`config.mk`:
```
export PLATFORM = sky130hd
export DESIGN_NAME = tpcr_blend
export DESIGN_NICKNAME = d
export VERILOG_FILES = /design/src/rtl/tpcr_pkg.sv /design/src/rtl/tpcr_blend.sv
export SDC_FILE = /design/constraint.sdc
export NUM_CORES = 2
export LEC_CHECK = 0
export ABC_AREA = 1
export BUFFER_PORTS_ARGS = -buffer_cell sky130_fd_sc_hd__clkbuf_2
export CAP_MARGIN = 15
export CORE_ASPECT_RATIO = 1.4
export CORE_UTILIZATION = 45
export DETAILED_ROUTE_END_ITERATION = 8
export GPL_ROUTABILITY_DRIVEN = 0
export PLACE_DENSITY = 0.72
export SYNTH_ARGS = -nofsm -noshare
export SYNTH_HDL_FRONTEND = slang
export SYNTH_SLANG_ARGS = --single-unit
export TNS_END_PERCENT = 1
```
`constraint.sdc`:
```
create_clock -name clk_i -period 13.8 [get_ports clk_i]
set_clock_uncertainty 0.1 [all_clocks]
set_input_delay 1.38 -clock clk_i [delete_from_list [all_inputs] [get_ports clk_i]]
set_output_delay 1.38 -clock clk_i [all_outputs]
set_load 0.02 [all_outputs]
```
`src/rtl/tpcr_pkg.sv`:
```
// Package with shared types, codes and helpers for the texture pixel channel remap block.
`timescale 1ns / 1ps
`default_nettype none
package tpcr_pkg;

  // Signed Q3.12 sample, 4096 is one.
  typedef logic signed [15:0] q12_t;

  localparam q12_t Q_ONE  = 16'sd4096;
  localparam q12_t Q_HALF = 16'sd2048;

  // Positions of the flags inside the mode register.
  localparam int unsigned MODE_GRAY   = 0;
  localparam int unsigned MODE_FLIP   = 1;
  localparam int unsigned MODE_NORMAL = 2;
  localparam int unsigned MODE_OCCL   = 3;
  localparam int unsigned MODE_SRC_LO = 4;

  // Source select codes.
  typedef enum logic [2:0] {
    SRC_RGB = 3'd0,
    SRC_R   = 3'd1,
    SRC_G   = 3'd2,
    SRC_B   = 3'd3,
    SRC_A   = 3'd4
  } src_e;

  // Register indexes on the configuration port.
  typedef enum logic [2:0] {
    REG_MODE   = 3'd0,
    REG_WEIGHT = 3'd1,
    REG_FILL   = 3'd2,
    REG_GAIN   = 3'd3,
    REG_OFFSET = 3'd4
  } reg_e;

  // Which result the output stage picks for red, green and blue.
  typedef enum logic [1:0] {
    KIND_PASS  = 2'd0,
    KIND_BLEND = 2'd1,
    KIND_GAIN  = 2'd2
  } kind_e;

  typedef struct packed {
    kind_e kind;
    logic  gray;
  } ctrl_t;

  typedef struct packed {
    logic [6:0]  mode;
    logic [12:0] weight;
    logic [63:0] fill;
    logic [47:0] gain;
    logic [47:0] offset;
  } cfg_t;

  // Clamp a wide signed value into the 16-bit sample range.
  function automatic q12_t sat16(input logic signed [31:0] v);
    if (v > 32'sd32767) begin
      return 16'sh7fff;
    end else if (v < -32'sd32768) begin
      return 16'sh8000;
    end else begin
      return v[15:0];
    end
  endfunction

endpackage
`default_nettype wire

```
`src/rtl/tpcr_blend.sv`:
```
// Blend stages: weighted products, then rounding and saturation.
`timescale 1ns / 1ps
`default_nettype none
module tpcr_blend (
  input  wire logic            clk_i,
  input  wire logic            rst_ni,
  input  wire logic [12:0]     weight_i,
  input  wire logic            valid_i,
  output logic                 ready_o,
  input  wire tpcr_pkg::ctrl_t ctrl_i,
  input  wire tpcr_pkg::q12_t  pix_i [4],
  input  wire tpcr_pkg::q12_t  x_i [3],
  input  wire tpcr_pkg::q12_t  t_i [3],
  input  wire tpcr_pkg::q12_t  gain_i [3],
  input  wire tpcr_pkg::q12_t  off_i [3],
  output logic                 valid_o,
  input  wire logic            ready_i,
  output tpcr_pkg::ctrl_t      ctrl_o,
  output tpcr_pkg::q12_t       pix_o [4],
  output tpcr_pkg::q12_t       blend_o [3],
  output tpcr_pkg::q12_t       gain_o [3],
  output tpcr_pkg::q12_t       off_o [3]
);
  import tpcr_pkg::*;

  logic signed [13:0] w_s, omw_s;
  logic signed [29:0] pa_d [3], pb_d [3];
  logic signed [31:0] sum [3];
  q12_t               blend_d [3];

  // Product stage.
  logic               v2_q;
  ctrl_t              ctrl2_q;
  q12_t               pix2_q [4], gain2_q [3], off2_q [3];
  logic signed [29:0] pa_q [3], pb_q [3];
  // Round and clamp stage.
  logic               v3_q;
  ctrl_t              ctrl3_q;
  q12_t               pix3_q [4], gain3_q [3], off3_q [3], blend3_q [3];
  logic               en2, en3;

  assign en3     = !v3_q || ready_i;
  assign en2     = !v2_q || en3;
  assign ready_o = en2;

  always_comb begin
    w_s   = $signed({1'b0, weight_i});
    omw_s = 14'sd4096 - w_s;
    for (int i = 0; i < 3; i++) begin
      pa_d[i] = x_i[i] * w_s;
      pb_d[i] = t_i[i] * omw_s;
    end
  end

  always_comb begin
    for (int i = 0; i < 3; i++) begin
      sum[i] = {{2{pa_q[i][29]}}, pa_q[i]} + {{2{pb_q[i][29]}}, pb_q[i]} + 32'sd2048;
      blend_d[i] = sat16(sum[i] >>> 12);
    end
  end

  always_ff @(posedge clk_i or negedge rst_ni) begin
    if (!rst_ni) begin
      v2_q <= 1'b0;
      v3_q <= 1'b0;
    end else begin
      if (en2) begin
        v2_q <= valid_i;
      end
      if (en3) begin
        v3_q <= v2_q;
      end
    end
  end

  always_ff @(posedge clk_i) begin
    if (en2 && valid_i) begin
      ctrl2_q <= ctrl_i;
      pix2_q  <= pix_i;
      gain2_q <= gain_i;
      off2_q  <= off_i;
      pa_q    <= pa_d;
      pb_q    <= pb_d;
    end
    if (en3 && v2_q) begin
      ctrl3_q  <= ctrl2_q;
      pix3_q   <= pix2_q;
      gain3_q  <= gain2_q;
      off3_q   <= off2_q;
      blend3_q <= blend_d;
    end
  end

  assign valid_o = v3_q;
  assign ctrl_o  = ctrl3_q;
  assign pix_o   = pix3_q;
  assign blend_o = blend3_q;
  assign gain_o  = gain3_q;
  assign off_o   = off3_q;

endmodule
`default_nettype wire

```
==> out/results.txt <==
Top cell type's share of synthesized area - 34.0%
Post-route DRC - 0
Initial Util - 45.3%
Post-CTS Resized - 0
Area grow syn2layout - 8.61%
Vias in the first global route - 60100
Post-synthesis sequential area ratio - 22.5%
Clk sinks - 556
Area leader, netlist - fa_1
Min Clock Period, post-route - 9.14 ns
Synthesized cell area - 74300 um2
Routed WL per cell - 18.0 um
Post-layout nets - 10800
Vias - 55600
Global route overflow - 0
Overall Global Routing Usage - 23.9%
Post-DP HPWL - 160000 um
Worst EP arrival - 9.47 ns
Hold slack - 0.313 ns
Final hold viol count - 0
Core area - 164000 um2
Crit start category - primary input
Met1 Track Usage GR - 26.1%
CP required - 14.14 ns
HP Class - reg2reg
Async SR Flop Fraction - 0.360%
Max-slew violations - 0
Filler cell count in the final layout - 14900
Mapped Nets - 10400
Area contributors post-synth - fa_1 (34%), edfxtp_1 (22%), inv_1 (11%), ha_1 (10%), nand2_1 (9.9%)
Initial DRC count - 3619
Setup CP Type - in2reg
Site Rows - 176
First drt pass iteration count - 9
IO Pins - 489
Relative slew slack - 21.3%
# setup viols final - 0
CTS Hold Bufs - 0
Detail Route Antenna Nets - 0
First-pass GRT wire length - 313000 um
Grt met3 use - 3.83%
Post-Synthesis Cells - 8265
CTS Buf Count - 59
Crit-path max cell delay - 0.69 ns
GR Layer Usage met2 - 42.7%
Synth cell types - 54
Fin crit share - 66.2%
Port bufs - 488
Mean Syn Cell Area - 8.99 um2
Syn. warnings - 0
Flip-flop and latch count after synthesis - 556
Htree depth - 2
Post-CTS Setup Inserts - 0
Post-synth EDFFs - 554
Initial antenna violation count - 33
Worst-Margin Slew - 1.18 ns
Share of layout cells above drive strength 1 - 7.89%
Critical path's slowest cell - nand2_1
CP max FO - 50
Die H - 483 um
Most common cell after layout, fill and taps aside - inv_1
RSZ-0062 raised after global routing - false
Commonest cells after routing, fill and taps aside - inv_1 (2180), nand2_1 (1955), fa_1 (1263), ha_1 (609), edfxtp_1 (554)
Full die area - 167000 um2
Max-cap viol count - 0
Die Width - 345 um
Peak Freq - 109 MHz
Largest net degree at the start of global routing - 180
Gr busiest metal - met2
Clock Latency Late Sink - 0.71 ns
Via density - 5.14
Clock transition at path regs - 0.06 ns
Status - finished clean
TNS Setup - 0 ns
Root Buffer - clkbuf_16
CTS Buffer Depth - 3
CTS tree - yes
Crit. End Element - register
Prevailing post-synth register cell - edfxtp_1
Total wire length - 195000 um
## synthesized netlist by cell type (all sizes together) (4+ instances only)
library cell  number
nand3b             6
nand4             38
a31oi             33
buf               66
a21oi            241
clkbuf           163
xnor2             95
a21o              17
nor4              12
nor2             449
and3               6
nand3            130
ha               610
inv             2191
clkinv             7
xor2             151
a21boi            10
edfxtp           554
o211ai             5
nor3              50
o21ai            126
o21bai            24
fa              1263
o221ai             4
nand2           1992
## area by class of cell
type                            count  area [um2]  share of cell area (%)
Multi-Input combinational cell   5282       48400                    60.0
Tap cell                         2136        2670                    3.31
Antenna cell                       16        40.0                  0.0496
Sequential cell                   556       16700                    20.7
Inverter                         2198        8260                    10.2
Clock buffer                       70        1520                    1.88
Clock inverter                     40         408                   0.506
Timing Repair Buffer              520        2710                    3.36
## path summary, 6_finish.rpt
kind	end	from	depth (start not counted)	slack [ns]
worst max-delay path	pb_q[88]	weight_i[1]	33	4.66
max in group asynchronous	valid_o	rst_ni	1	13.11
worst min register to register	pix_o[45]	pix2_q[45]	0	0.31
min in group asynchronous	v2_q	rst_ni	1	0.39
worst max register to register	blend_o[2]	pb_q[19]	15	10.76
worst min-delay path	pix_o[45]	pix2_q[45]	0	0.31
## critical path, delay by kind of cell
| family | cells | cell delay, ns |
|---|---|---|
| adder cells (fa/ha/maj) | 8 | 3.58 |
| buffers and inverters | 11 | 1.92 |
| AO/OA/AOI/OAI | 2 | 0.51 |
| AND/OR/NAND/NOR | 12 | 1.98 |
## through the flow
step                      setup WS (ns)  util (%)  area (um2)  cells
after floorplan                    1.32         -       74300   8265
after global placement             4.22      48.0       78700  10700
after detailed placement           4.08      48.0       78700  10700
after CTS                          4.80      49.2       80600  10800
after global routing               4.22      49.2       80700  10800
final                              4.66      49.2       80700  10800
## registers in the layout, summed over array words and instances, names as in the netlist, 3 cells and up
name	cells
pa_q	90
pb_q	90
pix2_q	64
pix_o	64
blend_o	48
gain2_q	48
gain_o	48
off2_q	48
off_o	48
ctrl2_q	3
ctrl_o	3
## kinds of logic (layout without fill, tap and decap cells)
group	after synthesis	after routing	synth area share [%]
DFF	556	556	22.5
AOI/OAI and AO/OA	475	475	3.57
xor gates and xnor gates	246	246	2.90
and+or+nand+nor	2688	2688	14.4
adders and majority gates	1873	1873	44.3
buffers and inverters	2427	2828	12.4
other	0	16	0
## layer usage
metal / vias up / part of all wire [%]
li1: 25300 / -
met1: 27400 / 35
met2: 2235 / 50
met3: 677 / 6.9
met4: 26 / 8.0
met5: - / 0.10
Power is left out: the tool's default activity adds up to more than one toggle a clock period on the data nets, which glitch-free logic cannot reach.
