--- config.mk ---
export PLATFORM = sky130hd
export DESIGN_NAME = tpcr_gain
export DESIGN_NICKNAME = d
export VERILOG_FILES = /design/src/rtl/tpcr_pkg.sv /design/src/rtl/tpcr_gain.sv
export SDC_FILE = /design/constraint.sdc
export NUM_CORES = 2
export LEC_CHECK = 0
export ABC_AREA = 1
export BUFFER_PORTS_ARGS = -buffer_cell sky130_fd_sc_hd__buf_2
export CAP_MARGIN = 20
export CORE_ASPECT_RATIO = 1.25
export CORE_MARGIN = 5
export CORE_UTILIZATION = 55
export CTS_BUF_LIST = sky130_fd_sc_hd__clkbuf_8 sky130_fd_sc_hd__clkbuf_16
export CTS_CLUSTER_DIAMETER = 50
export CTS_CLUSTER_SIZE = 8
export DETAILED_ROUTE_END_ITERATION = 16
export GPL_ROUTABILITY_DRIVEN = 1
export GPL_TIMING_DRIVEN = 0
export PLACE_DENSITY = 0.76
export SLEW_MARGIN = 20
export SYNTH_ARGS = -nofsm -noshare
export SYNTH_HDL_FRONTEND = slang
export SYNTH_SLANG_ARGS = --single-unit
export TNS_END_PERCENT = 1
--- constraint.sdc ---
create_clock -name clk_i -period 5.3 [get_ports clk_i]
set_clock_uncertainty 0.15 [all_clocks]
set_input_delay 0.53 -clock clk_i [delete_from_list [all_inputs] [get_ports clk_i]]
set_output_delay 0.53 -clock clk_i [all_outputs]
set_load 0.02 [all_outputs]
--- src/rtl/tpcr_pkg.sv ---
// Package with shared types, codes and helpers for the texture pixel channel remap block.
`timescale 1ns / 1ps
`default_nettype none
package tpcr_pkg;

  // Signed Q3.12 sample, 4096 is one.
  typedef logic signed [15:0] q12_t;

  localparam q12_t Q_ONE  = 16'sd4096;
  localparam q12_t Q_HALF = 16'sd2048;

  // Positions of the flags inside the mode register.
  localparam int unsigned MODE_GRAY   = 0;
  localparam int unsigned MODE_FLIP   = 1;
  localparam int unsigned MODE_NORMAL = 2;
  localparam int unsigned MODE_OCCL   = 3;
  localparam int unsigned MODE_SRC_LO = 4;

  // Source select codes.
  typedef enum logic [2:0] {
    SRC_RGB = 3'd0,
    SRC_R   = 3'd1,
    SRC_G   = 3'd2,
    SRC_B   = 3'd3,
    SRC_A   = 3'd4
  } src_e;

  // Register indexes on the configuration port.
  typedef enum logic [2:0] {
    REG_MODE   = 3'd0,
    REG_WEIGHT = 3'd1,
    REG_FILL   = 3'd2,
    REG_GAIN   = 3'd3,
    REG_OFFSET = 3'd4
  } reg_e;

  // Which result the output stage picks for red, green and blue.
  typedef enum logic [1:0] {
    KIND_PASS  = 2'd0,
    KIND_BLEND = 2'd1,
    KIND_GAIN  = 2'd2
  } kind_e;

  typedef struct packed {
    kind_e kind;
    logic  gray;
  } ctrl_t;

  typedef struct packed {
    logic [6:0]  mode;
    logic [12:0] weight;
    logic [63:0] fill;
    logic [47:0] gain;
    logic [47:0] offset;
  } cfg_t;

  // Clamp a wide signed value into the 16-bit sample range.
  function automatic q12_t sat16(input logic signed [31:0] v);
    if (v > 32'sd32767) begin
      return 16'sh7fff;
    end else if (v < -32'sd32768) begin
      return 16'sh8000;
    end else begin
      return v[15:0];
    end
  endfunction

endpackage
`default_nettype wire

--- src/rtl/tpcr_gain.sv ---
// Gain stages: gain product, then rounding, offset, clamp and output selection.
`timescale 1ns / 1ps
`default_nettype none
module tpcr_gain (
  input  wire logic            clk_i,
  input  wire logic            rst_ni,
  input  wire logic            valid_i,
  output logic                 ready_o,
  input  wire tpcr_pkg::ctrl_t ctrl_i,
  input  wire tpcr_pkg::q12_t  pix_i [4],
  input  wire tpcr_pkg::q12_t  blend_i [3],
  input  wire tpcr_pkg::q12_t  gain_i [3],
  input  wire tpcr_pkg::q12_t  off_i [3],
  output logic                 valid_o,
  input  wire logic            ready_i,
  output tpcr_pkg::q12_t       pix_o [4]
);
  import tpcr_pkg::*;

  logic signed [31:0] prod_d [3];
  logic signed [31:0] acc [3];
  q12_t               res [3];
  q12_t               rgb [3];
  q12_t               out_d [4];

  logic               v4_q;
  ctrl_t              ctrl4_q;
  q12_t               pix4_q [4], blend4_q [3], off4_q [3];
  logic signed [31:0] prod_q [3];
  logic               v5_q;
  q12_t               out_q [4];
  logic               en4, en5;

  assign en5     = !v5_q || ready_i;
  assign en4     = !v4_q || en5;
  assign ready_o = en4;

  always_comb begin
    for (int i = 0; i < 3; i++) begin
      prod_d[i] = blend_i[i] * gain_i[i];
    end
  end

  always_comb begin
    for (int i = 0; i < 3; i++) begin
      acc[i] = ((prod_q[i] + 32'sd2048) >>> 12) +
               $signed({{16{off4_q[i][15]}}, off4_q[i]});
      res[i] = sat16(acc[i]);
    end
    case (ctrl4_q.kind)
      KIND_BLEND: rgb = blend4_q;
      KIND_GAIN:  rgb = res;
      default: begin
        for (int i = 0; i < 3; i++) begin
          rgb[i] = pix4_q[i];
        end
      end
    endcase
    if (ctrl4_q.gray) begin
      out_d[0] = rgb[0];
      out_d[1] = rgb[0];
      out_d[2] = rgb[0];
      out_d[3] = Q_ONE;
    end else begin
      out_d[0] = rgb[0];
      out_d[1] = rgb[1];
      out_d[2] = rgb[2];
      out_d[3] = pix4_q[3];
    end
  end

  always_ff @(posedge clk_i or negedge rst_ni) begin
    if (!rst_ni) begin
      v4_q <= 1'b0;
      v5_q <= 1'b0;
    end else begin
      if (en4) begin
        v4_q <= valid_i;
      end
      if (en5) begin
        v5_q <= v4_q;
      end
    end
  end

  always_ff @(posedge clk_i) begin
    if (en4 && valid_i) begin
      ctrl4_q  <= ctrl_i;
      pix4_q   <= pix_i;
      blend4_q <= blend_i;
      off4_q   <= off_i;
      prod_q   <= prod_d;
    end
    if (en5 && v4_q) begin
      out_q <= out_d;
    end
  end

  assign valid_o = v5_q;
  assign pix_o   = out_q;

endmodule
`default_nettype wire

==> reports/metrics.cfg <==
[synth]
postSynthAreaPerCell_um2=8.51
synth.lib_cells_used.distinct=58
synth_async_sr_flop_share_pct=0.685
synth.yosys.warnings=0
postSynthRegisterBits=292
syn-num-nets=6681
synth-edff-count=290
seq_area_frac_synth_pct=19.1
syn_area_um2=45800
synth_top_flop_cell=sky130_fd_sc_hd__edfxtp_1
post_synth_inst_count=5378

[outcome]
run_status=finished with violations
violated_checks=negative setup slack

[grt]
antenna_found_initial=4
first_global_vias=39800
track_usage_pct=30.6
gr-total-overflow=0
grt_max_degree=37
grt_pass1_wl_mm=212

[timing]
grt_setup_unrepaired=yes
final-max-slew-violation-count=0
setup_slack_ns=-0.297
timing.final.crit_share_pct=106
final.hold.worst_slack_ns=0.0216
max-slew-margin-rel_pct=50.9
hold_viol_final=0
fmax_mhz=179
endpoints_failing_setup=34
max_slew.worst_pin.slew_ns=0.735
min_period_ns=5.60

[clock_network]
cts_sinks=292
clk_pin_slew_ns=0.05
worst_skew_pair.late_latency_ns=0.57
cts.htree.levels=2
cts_tree=built
cts_inserted_buffers=44
max-clock-path-buffers=3
clock_tree.root_cell=sky130_fd_sc_hd__clkbuf_16

[finish]
utilization_pct=65.6
area_growth_pct=18.4
finish.net_count=7116
most-common-layout-cells=sky130_fd_sc_hd__inv_1, sky130_fd_sc_hd__nand2_1, sky130_fd_sc_hd__fa_1, sky130_fd_sc_hd__edfxtp_1, sky130_fd_sc_hd__nor2_1
fillers=6529
layout.cells.most_common=sky130_fd_sc_hd__inv_1
drive_above_1_share_pct=15.8

[route]
dr.pass1.iters=6
detailroute.via_count=37400
initialDrtViolationCount=2905
route.detailed.drc=0
post_drt_via_cell_ratio=5.41
detailed_route_wire_length_per_cell_um=20.0
drt-total-wl_mm=138
number_of_nets_with_antenna_violations_after_routing=0

[run]
cap_viol_max_count=0

[critical_path]
cp_data_required_time_ns=5.46
startpoint_type=input pin
worst_ep_arrival_time_ns=5.76
cp_capture_type=flip-flop
critical_path.max_fanout=10
timing_worst_setup_path_type=input pin to flip-flop
rrSetupSlack_ns=0.47

[placed_design]
finalWeightedCongestion=0.982
place.port_buffers=241
dp_hpwl_mm=112

[floorplan]
floorplan.initialDensity_pct=55.4
ios=281
floorplan.die.width_um=268
die_area_um2=89100
core_area_um2=82700
core.rowCount=118
die_boundary_height_um=333

[worst_hold_path]
min-delay-path-class=input pin to flip-flop

per-stage QoR:
stage / std cells / instance area (um2) / worst slack [ns] / TNS, ns
2_1_floorplan: 5378 / 46100 / -0.690 / -20.28
3_3_place_gp: 6699 / 48600 / -2.10 / -360.02
3_5_place_dp: 6709 / 48900 / -2.14 / -85.50
4_1_cts: 6859 / 52800 / -0.314 / -4.28
5_1_grt: 6908 / 54200 / -0.492 / -10.38
6_report: 6911 / 54200 / -0.297 / -4.81
registers in the layout, summed over array words and instances (netlist names):
signal	flops
prod_q	63
pix4_q	64
valid_o	1
blend4_q	48
v4_q	1
pix_o	64
off4_q	48
ctrl4_q	3
critical path: stages:
cell and delay [ns]:
sky130_fd_sc_hd__clkbuf_4 0.18, sky130_fd_sc_hd__buf_8 0.16, sky130_fd_sc_hd__nand2_2 0.08, sky130_fd_sc_hd__fa_1 0.52
sky130_fd_sc_hd__inv_1 0.08, sky130_fd_sc_hd__fa_2 0.77, sky130_fd_sc_hd__fa_1 0.50, sky130_fd_sc_hd__fa_1 0.57
sky130_fd_sc_hd__fa_1 0.43, sky130_fd_sc_hd__fa_1 0.49, sky130_fd_sc_hd__ha_2 0.31, sky130_fd_sc_hd__nand2_2 0.17
sky130_fd_sc_hd__o21ai_0 0.18, sky130_fd_sc_hd__nand2_1 0.10, sky130_fd_sc_hd__o311ai_0 0.13, sky130_fd_sc_hd__a221oi_1 0.23
sky130_fd_sc_hd__nand2_1 0.12, sky130_fd_sc_hd__xor2_1 0.17
synth_stat cells (all sizes together) (8+ instances only):
library cell,n,area share [%]
a31oi,13,0.18
a21o,8,0.13
o21ai,81,0.91
nand4,46,0.64
nor2,287,2.4
fa,786,34
buf,16,0.25
o21bai,12,0.23
nand3,185,2.4
o21a,9,0.15
inv,1441,12
clkbuf,179,1.5
xnor2,76,1.5
nor3,29,0.39
nand2,1217,10
edfxtp,290,19
ha,302,8.3
a21oi,203,2.2
xor2,110,2.1
o211ai,10,0.19
or2,31,0.42
final cells by class:
class | instances | area (um2) | area share [%]
Clock buffer | 44 | 1100 | 2.03
Sequential cell | 292 | 8760 | 16.2
Tap cell | 1080 | 1350 | 2.49
Timing Repair Buffer | 418 | 3300 | 6.08
Multi-Input combinational cell | 3448 | 32200 | 59.3
Buffer | 168 | 1960 | 3.62
Antenna cell | 4 | 10.0 | 0.0185
Clock inverter | 16 | 124 | 0.229
Inverter | 1441 | 5430 | 10.0
logic make-up after synthesis:
family	synth area share (%)
buffers and inverters	13.6
AND/OR/NAND/NOR	16.7
AO/OA/AOI/OAI	4.43
flip-flops	19.1
adder cells (fa/ha/maj)	42.6
XOR/XNOR	3.58
worst paths after layout:
path,from,to,cells past startpoint
max,gain_i[5],prod_q[30]$_DFFE_PP_,18
min,pix_i[30],pix4_q[30]$_DFFE_PP_,1
max reg2reg,prod_q[11]$_DFFE_PP_,pix_o[25]$_DFFE_PP_,26
min reg2reg,pix4_q[7]$_DFFE_PP_,pix_o[7]$_SDFFCE_PP0P_,2
max in group asynchronous,rst_ni,valid_o$_DFFE_PN0P_,2
min in group asynchronous,rst_ni,v4_q$_DFFE_PN0N_,2
routing by layer:
metal,part of all wire [%],GRT usage (%),vias up
li1,-,-,16800
met1,34,35.7,18100
met2,50,53.4,1792
met3,7.3,4.09,609
met4,8.4,18.6,0
met5,0,0,-
what timing repair did:
item | in CTS | in global routing
endpoints found under the setup margin | 62 | 56
hold endpoints to repair | 81 | 0
gates resized for setup | 457 | 320
setup buffers | 38 | 46
hold buffers | 80 | 0
pin swaps | 67 | 135
cloned | 0 | 3
Power is not shown: default switching activity piles up to over one toggle a cycle in this logic, so the estimate is an artifact.
