--- config.mk ---
export PLATFORM = sky130hd
export DESIGN_NAME = tpcr_front
export DESIGN_NICKNAME = d
export VERILOG_FILES = /design/src/rtl/tpcr_pkg.sv /design/src/rtl/tpcr_front.sv
export SDC_FILE = /design/constraint.sdc
export NUM_CORES = 1
export LEC_CHECK = 0
export ABC_CLOCK_PERIOD_IN_PS = 11000
export CAP_MARGIN = 20
export CORE_AREA = 8 8 193 195
export CTS_BUF_LIST = sky130_fd_sc_hd__clkbuf_4 sky130_fd_sc_hd__clkbuf_8
export DETAILED_ROUTE_END_ITERATION = 7
export DIE_AREA = 0 0 201 203
export DONT_BUFFER_PORTS = 1
export PLACE_DENSITY = 0.5
export SLEW_MARGIN = 20
export SYNTH_ARGS = -nofsm -noshare
export SYNTH_HDL_FRONTEND = slang
export SYNTH_SLANG_ARGS = --single-unit
--- constraint.sdc ---
create_clock -name clk_i -period 11 [get_ports clk_i]
set_input_delay 2.75 -clock clk_i [delete_from_list [all_inputs] [get_ports clk_i]]
set_output_delay 2.75 -clock clk_i [all_outputs]
set_load 0.1 [all_outputs]
--- src/rtl/tpcr_pkg.sv ---
// Package with shared types, codes and helpers for the texture pixel channel remap block.
`timescale 1ns / 1ps
`default_nettype none
package tpcr_pkg;

  // Signed Q3.12 sample, 4096 is one.
  typedef logic signed [15:0] q12_t;

  localparam q12_t Q_ONE  = 16'sd4096;
  localparam q12_t Q_HALF = 16'sd2048;

  // Positions of the flags inside the mode register.
  localparam int unsigned MODE_GRAY   = 0;
  localparam int unsigned MODE_FLIP   = 1;
  localparam int unsigned MODE_NORMAL = 2;
  localparam int unsigned MODE_OCCL   = 3;
  localparam int unsigned MODE_SRC_LO = 4;

  // Source select codes.
  typedef enum logic [2:0] {
    SRC_RGB = 3'd0,
    SRC_R   = 3'd1,
    SRC_G   = 3'd2,
    SRC_B   = 3'd3,
    SRC_A   = 3'd4
  } src_e;

  // Register indexes on the configuration port.
  typedef enum logic [2:0] {
    REG_MODE   = 3'd0,
    REG_WEIGHT = 3'd1,
    REG_FILL   = 3'd2,
    REG_GAIN   = 3'd3,
    REG_OFFSET = 3'd4
  } reg_e;

  // Which result the output stage picks for red, green and blue.
  typedef enum logic [1:0] {
    KIND_PASS  = 2'd0,
    KIND_BLEND = 2'd1,
    KIND_GAIN  = 2'd2
  } kind_e;

  typedef struct packed {
    kind_e kind;
    logic  gray;
  } ctrl_t;

  typedef struct packed {
    logic [6:0]  mode;
    logic [12:0] weight;
    logic [63:0] fill;
    logic [47:0] gain;
    logic [47:0] offset;
  } cfg_t;

  // Clamp a wide signed value into the 16-bit sample range.
  function automatic q12_t sat16(input logic signed [31:0] v);
    if (v > 32'sd32767) begin
      return 16'sh7fff;
    end else if (v < -32'sd32768) begin
      return 16'sh8000;
    end else begin
      return v[15:0];
    end
  endfunction

endpackage
`default_nettype wire

--- src/rtl/tpcr_front.sv ---
// First stage: mode decode, flip and selection of the blend and gain operands.
`timescale 1ns / 1ps
`default_nettype none
module tpcr_front (
  input  wire logic           clk_i,
  input  wire logic           rst_ni,
  input  wire tpcr_pkg::cfg_t cfg_i,
  input  wire logic           valid_i,
  output logic                ready_o,
  input  wire tpcr_pkg::q12_t pix_i [4],
  output logic                valid_o,
  input  wire logic           ready_i,
  output tpcr_pkg::ctrl_t     ctrl_o,
  output tpcr_pkg::q12_t      pix_o [4],
  output tpcr_pkg::q12_t      x_o [3],
  output tpcr_pkg::q12_t      t_o [3],
  output tpcr_pkg::q12_t      gain_o [3],
  output tpcr_pkg::q12_t      off_o [3]
);
  import tpcr_pkg::*;

  logic       gray, flip, normal, occl, do_flip, src_ok;
  logic [2:0] src;
  logic [1:0] ch, gidx;
  q12_t       cf [4];
  q12_t       x_d [3], t_d [3], gain_d [3], off_d [3];
  ctrl_t      ctrl_d;

  logic       valid_q;
  ctrl_t      ctrl_q;
  q12_t       pix_q [4];
  q12_t       x_q [3], t_q [3], gain_q [3], off_q [3];
  logic       en;

  assign en      = !valid_q || ready_i;
  assign ready_o = en;

  always_comb begin
    gray    = cfg_i.mode[MODE_GRAY];
    flip    = cfg_i.mode[MODE_FLIP];
    normal  = cfg_i.mode[MODE_NORMAL];
    occl    = cfg_i.mode[MODE_OCCL];
    src     = cfg_i.mode[MODE_SRC_LO +: 3];
    do_flip = flip && !(!gray && normal);
    src_ok  = (src >= SRC_R) && (src <= SRC_A);
    ch      = src_ok ? 2'(src - 3'd1) : 2'd0;
    gidx    = (ch == 2'd3) ? 2'd0 : ch;

    for (int i = 0; i < 4; i++) begin
      cf[i] = do_flip ? sat16(32'sd4096 - {{16{pix_i[i][15]}}, pix_i[i]}) : pix_i[i];
    end
    for (int i = 0; i < 3; i++) begin
      x_d[i]    = cf[i];
      t_d[i]    = cfg_i.fill[16*i +: 16];
      gain_d[i] = cfg_i.gain[16*i +: 16];
      off_d[i]  = cfg_i.offset[16*i +: 16];
    end

    ctrl_d.kind = KIND_PASS;
    ctrl_d.gray = 1'b0;
    if (!gray && normal) begin
      ctrl_d.kind = KIND_BLEND;
      t_d[0] = Q_HALF;
      t_d[1] = Q_HALF;
      t_d[2] = Q_ONE;
    end else if (!gray && occl) begin
      ctrl_d.kind = KIND_BLEND;
      ctrl_d.gray = 1'b1;
      x_d[0] = cf[ch];
      t_d[0] = Q_ONE;
    end else if (src_ok) begin
      ctrl_d.kind = KIND_GAIN;
      ctrl_d.gray = 1'b1;
      x_d[0]    = cf[ch];
      t_d[0]    = cfg_i.fill[{ch, 4'b0000} +: 16];
      gain_d[0] = cfg_i.gain[{gidx, 4'b0000} +: 16];
      off_d[0]  = cfg_i.offset[{gidx, 4'b0000} +: 16];
    end else if (!gray && (src == SRC_RGB)) begin
      ctrl_d.kind = KIND_GAIN;
    end
  end

  always_ff @(posedge clk_i or negedge rst_ni) begin
    if (!rst_ni) begin
      valid_q <= 1'b0;
    end else if (en) begin
      valid_q <= valid_i;
    end
  end

  always_ff @(posedge clk_i) begin
    if (en && valid_i) begin
      ctrl_q <= ctrl_d;
      pix_q  <= cf;
      x_q    <= x_d;
      t_q    <= t_d;
      gain_q <= gain_d;
      off_q  <= off_d;
    end
  end

  assign valid_o = valid_q;
  assign ctrl_o  = ctrl_q;
  assign pix_o   = pix_q;
  assign x_o     = x_q;
  assign t_o     = t_q;
  assign gain_o  = gain_q;
  assign off_o   = off_q;

endmodule
`default_nettype wire

==> impl_results.md <==
- WS Path Type: in -> out
- Sequential fraction of the synthesis area: approximately 57%
- Initial antenna violation count: 0
- Synth Area in Compound Gates: between 10% and 20%
- HPWL after detailed placement: 35200 µm
- Overall die height: roughly 200 µm
- Share of synthesized cell area in full adder, half adder and majority cells: around 1.0%
- Leading cell type by number of instances after synthesis: edfxtp_1
- Maximum number of pins on one net before global-route repair: 76
- Type of element capturing the critical path: primary output
- Initial Util: a little over a third
- Critical path's top delay family: simple AND/OR/NAND/NOR gates
- Number of flops mapped to enable cells by yosys: 227
- Path category of the worst min-delay check: reg -> reg
- Root buf cell: clkbuf_8
- Crit path cell chain: nand2b_1
- Placement row count: around 70
- Area of the core region: around 34000 µm²
- Maximum buffer depth of the clock tree: 3
- Count of mapped cells out of synthesis: roughly 1100
- Library cells used by synthesis: between 70 and 80
- Slowest cell on the critical path: nand2b_1
- Via count of the first global-routing pass: 8788
- Relative max-transition margin: between 20% and 30%
- Worst clock skew on the final layout: roughly 26 ps
- Die boundary width: roughly 200 µm
- Post-Syn Area per Cell: approximately 11 µm²
- Worst path bufs/invs: 0
- Final period utilization: 57.3%
- Count of unresolved DRC violations after routing: 0
- Leakage component of the power: between 0.004 and 0.005 µW
- Number of clock sinks seen by CTS: roughly 230
- Unrepaired setup endpoints after global routing: false
- Worst Hold Margin: 1870 ps
- Total instance count after detailed placement: around 1500
- Wire length reported by the detailed router: ~46000 µm
- TritonCTS clock tree: done
- Synth Flop Type: edfxtp_1
- Final net count: 1334
- I/O pin count: 509
- Post-CTS clock slew at the launch and capture registers of the worst setup and hold paths: ~70 ps
- Overflow left after global routing: 0
- Number of hold-repair buffers added at the cts stage: 0
- Inserted Clock Buffers: 40
- Setup bufs post-CTS: 0
- Avg WL per Cell: between 20 and 30 µm
- Crit start category: primary input
- Setup total negative slack: 0 ps
- Share of the synthesized area in the top cell type: 57.1%
- Drt via density: approximately 6
- Run status: complete, no violations
- Most frequent cells after synthesis: edfxtp_1, nor2_1, nand2_1
- Largest fanout on the critical path: 3
- Synthesized net count: 1345
- I/O Buffers: 0
- Quantity of gates resized following cts: 0
- Leading area contributor after synthesis: edfxtp_1
- Layout overhead on the synthesized area: 15.5%
- Number of pins with negative max-slew slack in the final report: 0
- Clk Latency, worst-skew pair: between 500 and 600 ps
- Main combinational cell family by area after synthesis: compound AO/OA/AOI/OAI gates
- Peak supply drop: slightly above 90 µV
- Required arrival time at the worst endpoint: just over 8000 ps
- Areal power density over the cells: around 190 nW/µm²
- Post-synthesis instance area: roughly 12000 µm²
- Synth top area cells: edfxtp_1, nor2_1, a21oi_1
- Proportion of synthesized flip-flops having asynchronous set or reset: 0.439%
- Share of the synthesized netlist area taken by xor and xnor gates: 0.953%
- Remaining antenna violation count: 0
- Setup violation total in the final timing report: 0
- Router iterations before antenna repair: 6
- Mux share of post-synthesis cell area: around 1.4%
- Final standard cell count with taps included and fillers excluded: about 1600
- Arrival time worst endpoint: 3550 ps
- Final min period: ~6300 ps
- Hold Violations, Final: 0
- Share of final-layout standard cells stronger than drive strength 1: 12.0%
- Simple-gate area share of the yosys netlist: about 17%
- Iteration-0 DRC count of the detailed router: 851
- Seq cells post-synth: 228
- Number of vias after detailed routing: ~9200
- Total track usage: 21.1%
- Overall die area: 40800 µm²
- Number of max-cap violations: 0
- Wire length of the first global-routing pass: about 65000 µm
- Total number of H-tree levels: 2
- ANT cells: 0
- GP Congestion: between 0.8 and 0.9
- Max Clock Freq: about 160 MHz
- Slew at the pin closest to its max-slew limit: approximately 1200 ps
- Number of synthesis warnings: 0
- Critical Path Max Stage Delay: 800 ps
[worst paths after layout]
kind / start / endpoint / slack, ps / cells after the start
max reg2reg: valid_o / gain_o[46] / 7220 / 3
max in group asynchronous: rst_ni / valid_o / 9050 / 0
max: ready_i / ready_o / 4700 / 1
min reg2reg: valid_o / valid_o / 1870 / 2
min in group asynchronous: rst_ni / valid_o / 1880 / 0
min: valid_o / valid_o / 1870 / 2
[metal layers]
metal | GRT usage [%] | vias to the layer above | share of wire, %
li1 | - | 4130 | -
met1 | 23.0 | 4479 | 35
met2 | 37.0 | 538 | 51
met3 | 8.05 | 84 | 10
met4 | 7.75 | 0 | 3.2
met5 | 0 | - | 0
[layout make-up]
class | count | area, µm²
clock inverters | 23 | 185
repair buffers | 48 | 1000
multi-input cells | 739 | 4540
inverters | 19 | 71.3
flip-flops and latches | 228 | 6840
fillers | 3255 | 20300
well taps | 455 | 569
clock buffers | 45 | 594
[flip-flops by register name, indices dropped and copies added, names as in the netlist]
name	cells
ctrl_o	3
valid_o	1
x_o	48
off_o	48
t_o	48
pix_o	32
gain_o	48
[logic make-up after synthesis]
family,Yosys count
AOI/OAI and AO/OA,316
muxes,17
xor gates and xnor gates,13
and+or+nand+nor,383
DFF,228
buffers and inverters,120
adders and majority gates,10
[through the flow]
step | utilization [%] | worst slack [ps] | total power (µW) | area, µm²
2_1_floorplan | - | 1570 | 1710 | 11900
3_3_place_gp | 38.2 | 4690 | 1820 | 13000
3_5_place_dp | 38.2 | 4690 | 1820 | 13000
4_1_cts | 40.5 | 4690 | 2620 | 13800
5_1_grt | 40.5 | 4680 | 2670 | 13800
6_report | 40.5 | 4700 | 2590 | 13800
[cell usage in the layout, fill, tap and decap left out, types with 11 or more instances in the layout]
master / instances
a221oi_1: 11
buf_4: 16
buf_16: 32
mux2i_1: 17
nor3_1: 21
and2_1: 36
a21oi_1: 71
edfxtp_1: 227
o22ai_1: 38
clkinv_1: 12
nand2_1: 82
o21ai_0: 70
nor2_1: 97
nor4_1: 13
a31oi_1: 11
clkbuf_8: 41
nand2b_1: 18
nand3_1: 19
a22oi_1: 18
inv_1: 19
or3_1: 23
[where the power goes]
part / leakage [µW] / switching [µW] / internal [µW]
registers: 0.00218 / 439 / 1040
clock network: 0.000391 / 359 / 431
logic: 0.00214 / 205 / 115
Power figures use the tool's default switching activity.
