<file path="src/rtl/tpcr_pkg.sv">
// Package with shared types, codes and helpers for the texture pixel channel remap block.
`timescale 1ns / 1ps
`default_nettype none
package tpcr_pkg;

  // Signed Q3.12 sample, 4096 is one.
  typedef logic signed [15:0] q12_t;

  localparam q12_t Q_ONE  = 16'sd4096;
  localparam q12_t Q_HALF = 16'sd2048;

  // Positions of the flags inside the mode register.
  localparam int unsigned MODE_GRAY   = 0;
  localparam int unsigned MODE_FLIP   = 1;
  localparam int unsigned MODE_NORMAL = 2;
  localparam int unsigned MODE_OCCL   = 3;
  localparam int unsigned MODE_SRC_LO = 4;

  // Source select codes.
  typedef enum logic [2:0] {
    SRC_RGB = 3'd0,
    SRC_R   = 3'd1,
    SRC_G   = 3'd2,
    SRC_B   = 3'd3,
    SRC_A   = 3'd4
  } src_e;

  // Register indexes on the configuration port.
  typedef enum logic [2:0] {
    REG_MODE   = 3'd0,
    REG_WEIGHT = 3'd1,
    REG_FILL   = 3'd2,
    REG_GAIN   = 3'd3,
    REG_OFFSET = 3'd4
  } reg_e;

  // Which result the output stage picks for red, green and blue.
  typedef enum logic [1:0] {
    KIND_PASS  = 2'd0,
    KIND_BLEND = 2'd1,
    KIND_GAIN  = 2'd2
  } kind_e;

  typedef struct packed {
    kind_e kind;
    logic  gray;
  } ctrl_t;

  typedef struct packed {
    logic [6:0]  mode;
    logic [12:0] weight;
    logic [63:0] fill;
    logic [47:0] gain;
    logic [47:0] offset;
  } cfg_t;

  // Clamp a wide signed value into the 16-bit sample range.
  function automatic q12_t sat16(input logic signed [31:0] v);
    if (v > 32'sd32767) begin
      return 16'sh7fff;
    end else if (v < -32'sd32768) begin
      return 16'sh8000;
    end else begin
      return v[15:0];
    end
  endfunction

endpackage
`default_nettype wire

</file>
<file path="src/rtl/tpcr_cfg.sv">
// Configuration register file behind the APB-style port.
`timescale 1ns / 1ps
`default_nettype none
module tpcr_cfg (
  input  wire logic           clk_i,
  input  wire logic           rst_ni,
  input  wire logic           psel,
  input  wire logic           penable,
  input  wire logic           pwrite,
  input  wire logic [5:0]     paddr,
  input  wire logic [63:0]    pwdata,
  output logic [63:0]         prdata,
  output logic                pready,
  output tpcr_pkg::cfg_t      cfg_o
);
  import tpcr_pkg::*;

  cfg_t  cfg_q;
  cfg_t  cfg_d;
  reg_e  idx;
  logic  wr_en;

  assign idx    = reg_e'(paddr[5:3]);
  assign wr_en  = psel && penable && pwrite;
  assign pready = 1'b1;
  assign cfg_o  = cfg_q;

  always_comb begin
    cfg_d = cfg_q;
    if (wr_en) begin
      case (idx)
        REG_MODE:   cfg_d.mode   = pwdata[6:0];
        REG_WEIGHT: cfg_d.weight = pwdata[12:0];
        REG_FILL:   cfg_d.fill   = pwdata;
        REG_GAIN:   cfg_d.gain   = pwdata[47:0];
        REG_OFFSET: cfg_d.offset = pwdata[47:0];
        default:    cfg_d = cfg_q;
      endcase
    end
  end

  always_comb begin
    case (idx)
      REG_MODE:   prdata = {57'd0, cfg_q.mode};
      REG_WEIGHT: prdata = {51'd0, cfg_q.weight};
      REG_FILL:   prdata = cfg_q.fill;
      REG_GAIN:   prdata = {16'd0, cfg_q.gain};
      REG_OFFSET: prdata = {16'd0, cfg_q.offset};
      default:    prdata = 64'd0;
    endcase
  end

  always_ff @(posedge clk_i or negedge rst_ni) begin
    if (!rst_ni) begin
      cfg_q.mode   <= 7'd0;
      cfg_q.weight <= 13'd4096;
      cfg_q.fill   <= 64'd0;
      cfg_q.gain   <= 48'd0;
      cfg_q.offset <= 48'd0;
    end else begin
      cfg_q <= cfg_d;
    end
  end

endmodule
`default_nettype wire

</file>
<file path="config.mk">
export PLATFORM = sky130hd
export DESIGN_NAME = tpcr_cfg
export DESIGN_NICKNAME = d
export VERILOG_FILES = /design/src/rtl/tpcr_pkg.sv /design/src/rtl/tpcr_cfg.sv
export SDC_FILE = /design/constraint.sdc
export NUM_CORES = 1
export LEC_CHECK = 0
export BUFFER_PORTS_ARGS = -buffer_cell sky130_fd_sc_hd__buf_2
export CAP_MARGIN = 10
export CORE_MARGIN = 10
export CORE_UTILIZATION = 49
export DETAILED_ROUTE_END_ITERATION = 10
export PLACE_DENSITY = 0.79
export SLEW_MARGIN = 15
export SYNTH_ARGS = -nofsm -noshare
export SYNTH_HDL_FRONTEND = slang
export SYNTH_SLANG_ARGS = --single-unit
</file>
<file path="constraint.sdc">
create_clock -name clk_i -period 1.6 [get_ports clk_i]
set_clock_uncertainty 0.1 [all_clocks]
set_input_delay 0.08 -clock clk_i [delete_from_list [all_inputs] [get_ports clk_i]]
set_output_delay 0.08 -clock clk_i [all_outputs]
set_load 0.01 [all_outputs]
</file>
==> results.tsv, run 1 <==
stage	metric	value	unit
detailed_routing	DR WL met3	1770	um
yosys	Post-Synth Simple-Gate Area	2.79	%
sta	slew margin rel.	42.5	%
placement	worst slack, placed	-0.00280	ns
detailed_routing	1st-pass router iterations	4	
yosys	cell area after synthesis	8040	um^2
global_route	vias in the first global route	6969	
global_route	grt ovf	0	
global_route	largest net degree at the start of global routing	45	
yosys	Post-Syn Instances	548	
placement	dpl hpwl	17800	um
worst_setup_path	slowest CP cell	dfrtp_1	
yosys	Synth Area in XOR/XNOR	0	%
final_layout	synth-to-layout area growth	42.4	%
detailed_routing	Met1 Wirelength	10200	um
global_route	All-Layer GR Usage	23.1	%
sta	final worst slack	-0.128	ns
yosys	Yosys top cell area share	55.7	%
detailed_routing	vias per inst	5.41	
run_status	failing checks	setup timing	
clock_tree	CTS Buffer Depth	2	
final_layout	layout cells sized above 1	59.4	%
worst_setup_path	CP required	1.42	ns
yosys	Yosys cell types	25	
worst_setup_path	RR Endpoint	cfg_o[175]$_DFFE_PN0P_	
detailed_routing	DR iter-0 viols	240	
pwr	static leakage	5.95	nW
worst_setup_path	Critical Path AT	1.55	ns
run_status	status	finished with violations	
placement	instance area after placement	10100	um^2
worst_setup_path	CP startpoint kind	register	
placement	Port Buf Inserts	315	
clock_tree	worst skew pair latency	0.42	ns
clock_tree	CTS Sinks	180	
min_path	HP Class	in -> async	
yosys	largest family of logic cells by synthesized area	multiplexers	
sta	f_max	579	MHz
detailed_routing	Post-Route WL	25900	um
clock_tree	CTS tree	done	
yosys	Synth Flop Type	dfrtp_1	
worst_setup_path	Max stage delay on crit path	0.41	ns
clock_tree	H-tree depth	4	
yosys	Synth Area in Compound Gates	5.71	%
die	IO Count	320	
worst_setup_path	cell depth of the worst setup path	4	
die	effective utilization at floorplan	50.2	%
pwr	P per Cell Area	1230	nW/um^2
yosys	Post-Syn Nets	623	
sta	worst slew pin tran	0.863	ns
worst_setup_path	cells along the critical path	mux2i_1, nor2_1, a221o_1, buf_2	
final_layout	max FFs per register	180	
detailed_routing	Highest Signal Layer	met5	
yosys	Commonest cells post-synth	179 x dfrtp_1, 176 x mux2_2, 48 x mux2i_1	
worst_setup_path	CP bufs+invs	1	
yosys	cell with the most instances after synthesis	dfrtp_1	
worst_setup_path	CP endpoint kind	primary output	
sta	Max Slew Vio Count	0	
sta	final-report setup violation count	7	
yosys	Synth area leaders	dfrtp_1 56%, mux2_2 25%, mux2i_1 6.0%	
sta	final worst path period share	108	%
die	# rows	46	
detailed_routing	DR vias	6395	
sta	min cycle time layout	1.73	ns
worst_setup_path	Reg2Reg Setup Slack	0.49	ns
worst_setup_path	Worst Path Max Fanout	3	
yosys	Synth Area per Inst	14.7	um^2
yosys	Async SR Flop Fraction	100	%
die	Die Wd	148	um
die	die height	148	um
final_layout	Nets	1025	
yosys	register area share after synthesis	56.0	%
sta	setup tns final	-0.768	ns
placement	GPL Wtd Cong	0.818	
die	Core Area	16000	um^2
yosys	area leader, netlist	dfrtp_1	
die	DIE AREA	21900	um^2
yosys	Ys Warns	0	
detailed_routing	residual DRC count	0	
detailed_routing	DRT antenna net count	0	
global_route	global-route wire length before repair	40000	um
yosys	post-synthesis mux area share	32.2	%
pwr	total power	14.1	mW
clock_tree	Num CTS Buffers	17	
detailed_routing	WL/cell	21.9	um
yosys	Yosys reg bits	180	
yosys	Synth Area in Adders	0	%
clock_tree	Root Driver	clkbuf_16	
sta	RSZ-0062 raised after global routing	yes	
run	Max Cap Viol	0	
worst_setup_path	critical path class	reg -> out	
pwr	peak supply drop	0.663	mV
clock_tree	clk slew on worst S/H paths	0.07	ns
worst_setup_path	CP delay by family, top	flip-flops	
sta	Final Hold Slack	0.144	ns
yosys	number of synthesized flops with an enable pin	0	
worst_setup_path	FF-to-FF path depth	3	
final_layout	Design Area, Final	11400	um^2
sta	Fin. Hold Viols	0	
global_route	initial antenna violation count	2	
detailed_routing	DR WL met2	13400	um
worst_setup_path	worst r2r src	cfg_o[175]$_DFFE_PN0P_	
==> timing repair <==
item | in CTS | in global routing
hold buffers | 67 | 0
buffers inserted | 8 | 2
gates resized for setup | 7 | 2
pin swaps | 7 | 0
hold endpoints to repair | 360 | 0
endpoints found under the setup margin | 7 | 31
==> per-stage QoR <==
stage	util [%]	std cells
finish	71.6	1181
CTS	71.4	1177
floorplan	-	548
detailed placement	62.9	1070
global route	71.5	1180
global placement	62.9	1070
==> cell families (layout without fill, tap and decap cells) <==
| group | Yosys count | after routing |
|---|---|---|
| AND/OR/NAND/NOR | 37 | 37 |
| other | 1 | 3 |
| multiplexers | 235 | 235 |
| buffers and inverters | 41 | 456 |
| AO/OA/AOI/OAI | 54 | 54 |
| flip-flops | 180 | 180 |
==> area by class of cell <==
class	instances	area [um^2]
Antenna cell	2	5.00
Clock buffer	18	429
Clock inverter	14	166
Fill cell	1105	4550
Inverter	1	3.75
Multi-Input combinational cell	327	3320
Sequential cell	180	4510
Tap cell	216	270
Timing Repair Buffer	423	2750
==> placed cells by master (no fill, tap or decap), types with 2 or more instances in the layout <==
| master | netlist | routed |
|---|---|---|
| a221o_1 | 7 | 7 |
| a22oi_1 | 6 | 6 |
| and3_1 | 16 | 16 |
| buf_12 | 0 | 14 |
| buf_2 | 13 | 313 |
| buf_4 | 4 | 27 |
| buf_6 | 10 | 2 |
| bufinv_16 | 0 | 2 |
| clkbuf_16 | 0 | 17 |
| clkinvlp_4 | 0 | 2 |
| dfrtp_1 | 179 | 179 |
| diode_2 | 0 | 2 |
| dlygate4sd3_1 | 0 | 66 |
| inv_6 | 0 | 5 |
| inv_8 | 0 | 3 |
| mux2_1 | 11 | 11 |
| mux2_2 | 176 | 170 |
| mux2_4 | 0 | 6 |
| mux2i_1 | 48 | 48 |
| nand2b_1 | 3 | 2 |
| nor2_1 | 12 | 9 |
| nor2_4 | 0 | 3 |
| o22ai_1 | 6 | 6 |
| o2bb2ai_1 | 34 | 34 |
==> routing by layer <==
metal | vias to the layer above | track usage (%)
met5 | - | 0
met4 | 2 | 9.96
met3 | 40 | 6.04
met2 | 275 | 40.1
met1 | 3243 | 26.2
li1 | 2835 | -
==> report_power, final <==
part           total, mW  switching [mW]  internal (mW)
clock network       4.23            1.88           2.36
registers           6.18           0.734           5.45
logic               3.64            1.78           1.86
==> how the worst max path moves through the flow <==
stage | slack [ns] | startpoint | endpoint
floorplan | 0.12 | paddr[5] | cfg_o[75]$_DFFE_PN0P_
global placement | 0.03 | paddr[4] | cfg_o[34]$_DFFE_PN0P_
detailed placement | -0.003 | paddr[4] | cfg_o[34]$_DFFE_PN0P_
CTS | -0.14 | cfg_o[176]$_DFFE_PN0P_ | prdata[3]
global route | -0.16 | cfg_o[176]$_DFFE_PN0P_ | prdata[3]
finish | -0.13 | cfg_o[49]$_DFFE_PN0P_ | prdata[1]
Note: power is estimated with default switching activity, not from simulation.
==> run 2: changes to the inputs <==
==> constraint.sdc (replaced) <==
create_clock -name clk_i -period 1.6 [get_ports clk_i]
set_clock_uncertainty 0.1 [all_clocks]
set_input_delay 0.16 -clock clk_i [delete_from_list [all_inputs] [get_ports clk_i]]
set_output_delay 0.16 -clock clk_i [all_outputs]
set_load 0.01 [all_outputs]
==> run 2 against run 1 <==
  * The run still ends with setup timing left
  * Worst hold slack better by 0.0066 ns
  * Sequential share of layout area is 0.62 points lower
  * Via count is 0.58% higher
  * Total power is 0.97% higher
  * Global-route usage is 0.56 points lower
  * Clock power is 0.9% higher
  * Sequential cell count stayed put
  * Wire length is 0.90% lower
  * Critical path type unchanged
  * Largest cell class unchanged
  * Highest routed layer is now met4
==> results.tsv, run 2 (synthesis gave the netlist of run 1 again) <==
stage	metric	value	unit	change
pwr	Int Pwr	9.79	mW	+1.3%
die	Core Area	16000	um^2	unchanged
pwr	static leakage	6.04	nW	+1.5%
worst_setup_path	CP delay by family, top	flip-flops		
worst_setup_path	worst r2r src	cfg_o[101]$_DFFE_PN0P_		
worst_setup_path	cells along the critical path	mux2_4, a221o_1, buf_2		
die	DIE AREA	21900	um^2	unchanged
die	effective utilization at floorplan	50.2	%	unchanged
detailed_routing	1st-pass router iterations	4		unchanged
clock_tree	H-tree depth	4		unchanged
pwr	P_sw	4.40	mW	+0.24%
pwr	sequential share of power	43.6	%	-0.4 points
clock_tree	CTS Sinks	180		unchanged
worst_setup_path	CP startpoint kind	register		
worst_setup_path	CP required	1.34	ns	-0.08 ns
worst_setup_path	CP bufs+invs	1		unchanged
clock_tree	CTS Buffer Depth	2		unchanged
final_layout	commonest non-fill, non-tap cell in the layout	buf_2		
run_status	failing checks	setup timing		
detailed_routing	WL/cell	21.5	um	-1.8%
die	IO Count	320		unchanged
final_layout	Design Area, Final	11600	um^2	+1.6%
global_route	vias in the first global route	7122		+2.2%
detailed_routing	DR vias	6432		+0.58%
die	die height	148	um	unchanged
worst_setup_path	CP endpoint kind	primary output		
pwr	Net Sw Frac	31.0	%	-0.22 points
placement	placed cell count	1072		+0.19%
min_path	HP Class	in -> async		
worst_setup_path	Critical Path AT	1.54	ns	about the same
final_layout	layout cells sized above 1	60.8	%	+1.4 points
clock_tree	Num CTS Buffers	17		unchanged
detailed_routing	Post-Route WL	25600	um	-0.90%
final_layout	Layout fillers	1050		-5.0%
pwr	Clock power frac	30.1	%	about the same
final_layout	max FFs per register	180		unchanged
placement	GPL Wtd Cong	0.807		-1.4%
placement	instance area after placement	10000	um^2	-0.22%
worst_setup_path	Worst Path Max Fanout	3		unchanged
die	Die Wd	148	um	unchanged
run_status	status	finished with violations		
global_route	All-Layer GR Usage	22.5	%	-0.56 points
global_route	global-route wire length before repair	39500	um	-1.1%
sta	f_max	555	MHz	-4.0%
detailed_routing	DRT antenna net count	0		unchanged
clock_tree	CTS tree	done		
sta	final-report setup violation count	7		unchanged
global_route	initial antenna violation count	0		-2
placement	Port Buf Inserts	315		unchanged
pwr	peak supply drop	0.750	mV	+13%
detailed_routing	vias per inst	5.40		-0.35%
detailed_routing	DR iter-0 viols	240		unchanged
global_route	grt ovf	0		unchanged
sta	RSZ-0062 raised after global routing	yes		
placement	dpl hpwl	17400	um	-1.8%
sta	Fin. Hold Viols	0		unchanged
worst_setup_path	Max stage delay on crit path	0.41	ns	about the same
worst_setup_path	slowest CP cell	dfrtp_1		
detailed_routing	residual DRC count	0		unchanged
pwr	power share of the combinational group	26.3	%	+0.4 points
sta	Max Slew Vio Count	0		unchanged
sta	min cycle time layout	1.80	ns	+0.0726 ns
sta	final worst slack	-0.200	ns	-0.0726 ns
run	Max Cap Viol	0		unchanged
sta	final worst path period share	113	%	+4.5 points
pwr	total power	14.2	mW	+0.97%
clock_tree	Root Driver	clkbuf_16		
final_layout	Nets	1037		+1.2%
worst_setup_path	critical path class	reg -> out		
final_layout	Layout Cells excl Fill	1192		+0.93%
die	# rows	46		unchanged
global_route	largest net degree at the start of global routing	48		+6.7%
worst_setup_path	crit path from	cfg_o[174]$_DFFE_PN0P_		
clock_tree	clk slew on worst S/H paths	0.07	ns	about the same
clock_tree	worst skew pair latency	0.41	ns	about the same
sta	Final Hold Slack	0.151	ns	+0.00661 ns
final_layout	commonest non-fill, non-tap cells in the layout	310 x buf_2, 179 x dfrtp_1, 170 x mux2_2		
final_layout	synth-to-layout area growth	44.7	%	
pwr	P per Cell Area	1220	nW/um^2	-0.62%
placement	worst slack, placed	-0.123	ns	-0.120 ns
-- run 2: power by group through the flow --
| stage | sequential [mW] | clock, mW | combinational [mW] |
|---|---|---|---|
| after detailed placement | 6.26 | 0 | 3.38 |
| after CTS | 6.18 | 4.34 | 3.66 |
| after floorplan | 6.53 | 0 | 1.29 |
| after global placement | 6.23 | 0 | 3.31 |
| final | 6.19 | 4.27 | 3.73 |
| after global routing | 6.31 | 4.53 | 4.03 |
-- run 2: final cells by class --
| class | count | area, um^2 | share of cell area [%] |
|---|---|---|---|
| sequential | 180 | 4510 | 38.7 |
| multi-input combinational | 327 | 3380 | 29.1 |
| timing repair buffer | 435 | 2860 | 24.6 |
| clock buffer | 19 | 443 | 3.81 |
| tap | 216 | 270 | 2.32 |
| clock inverter | 13 | 163 | 1.40 |
| inverter | 1 | 3.75 | 0.0323 |
| antenna | 1 | 2.50 | 0.0215 |
-- run 2: layer usage --
layer | part of all wire (%) | vias up | GRT usage, %
li1 | - | 2864 | -
met1 | 40 | 3253 | 25.8
met2 | 51 | 271 | 39.0
met3 | 6.7 | 44 | 6.28
met4 | 2.2 | 0 | 8.97
met5 | 0 | - | 0
-- run 2: through the flow --
stage	utilization, %	setup TNS (ns)
after floorplan	-	0
after global placement	62.8	-6.09
after detailed placement	62.8	-7.02
after CTS	71.8	-1.37
after global routing	72.7	-1.65
final	72.7	-1.23
-- run 2: path summary, 6_finish.rpt --
path                                               end  slack [ns]  cells after the start
worst max-delay path                         prdata[1]       -0.20                      3
worst min-delay path             cfg_o[12]$_DFFE_PN0P_        0.15                      2
worst max register to register  cfg_o[101]$_DFFE_PN0P_        0.50                      3
worst min register to register  cfg_o[108]$_DFFE_PN0P_        0.41                      1
max in group asynchronous       cfg_o[173]$_DFFE_PN0P_        0.65                      3
min in group clk_i              cfg_o[175]$_DFFE_PN0P_        0.33                      4
-- run 2: what timing repair did --
item / in CTS / in global routing
buffers inserted: 10 / 10
hold buffers: 65 / 0
setup endpoints to repair: 19 / 41
endpoints found under the hold margin: 360 / 0
gates cloned: 1 / 1
pin swaps: 8 / 4
gates resized for setup: 17 / 12
-- run 2: worst register-to-register path, stage by stage, from the launching register on --
cell and delay [ns]:
dfrtp_1 0.38, buf_4 0.14, buf_4 0.13, mux2_2 0.25
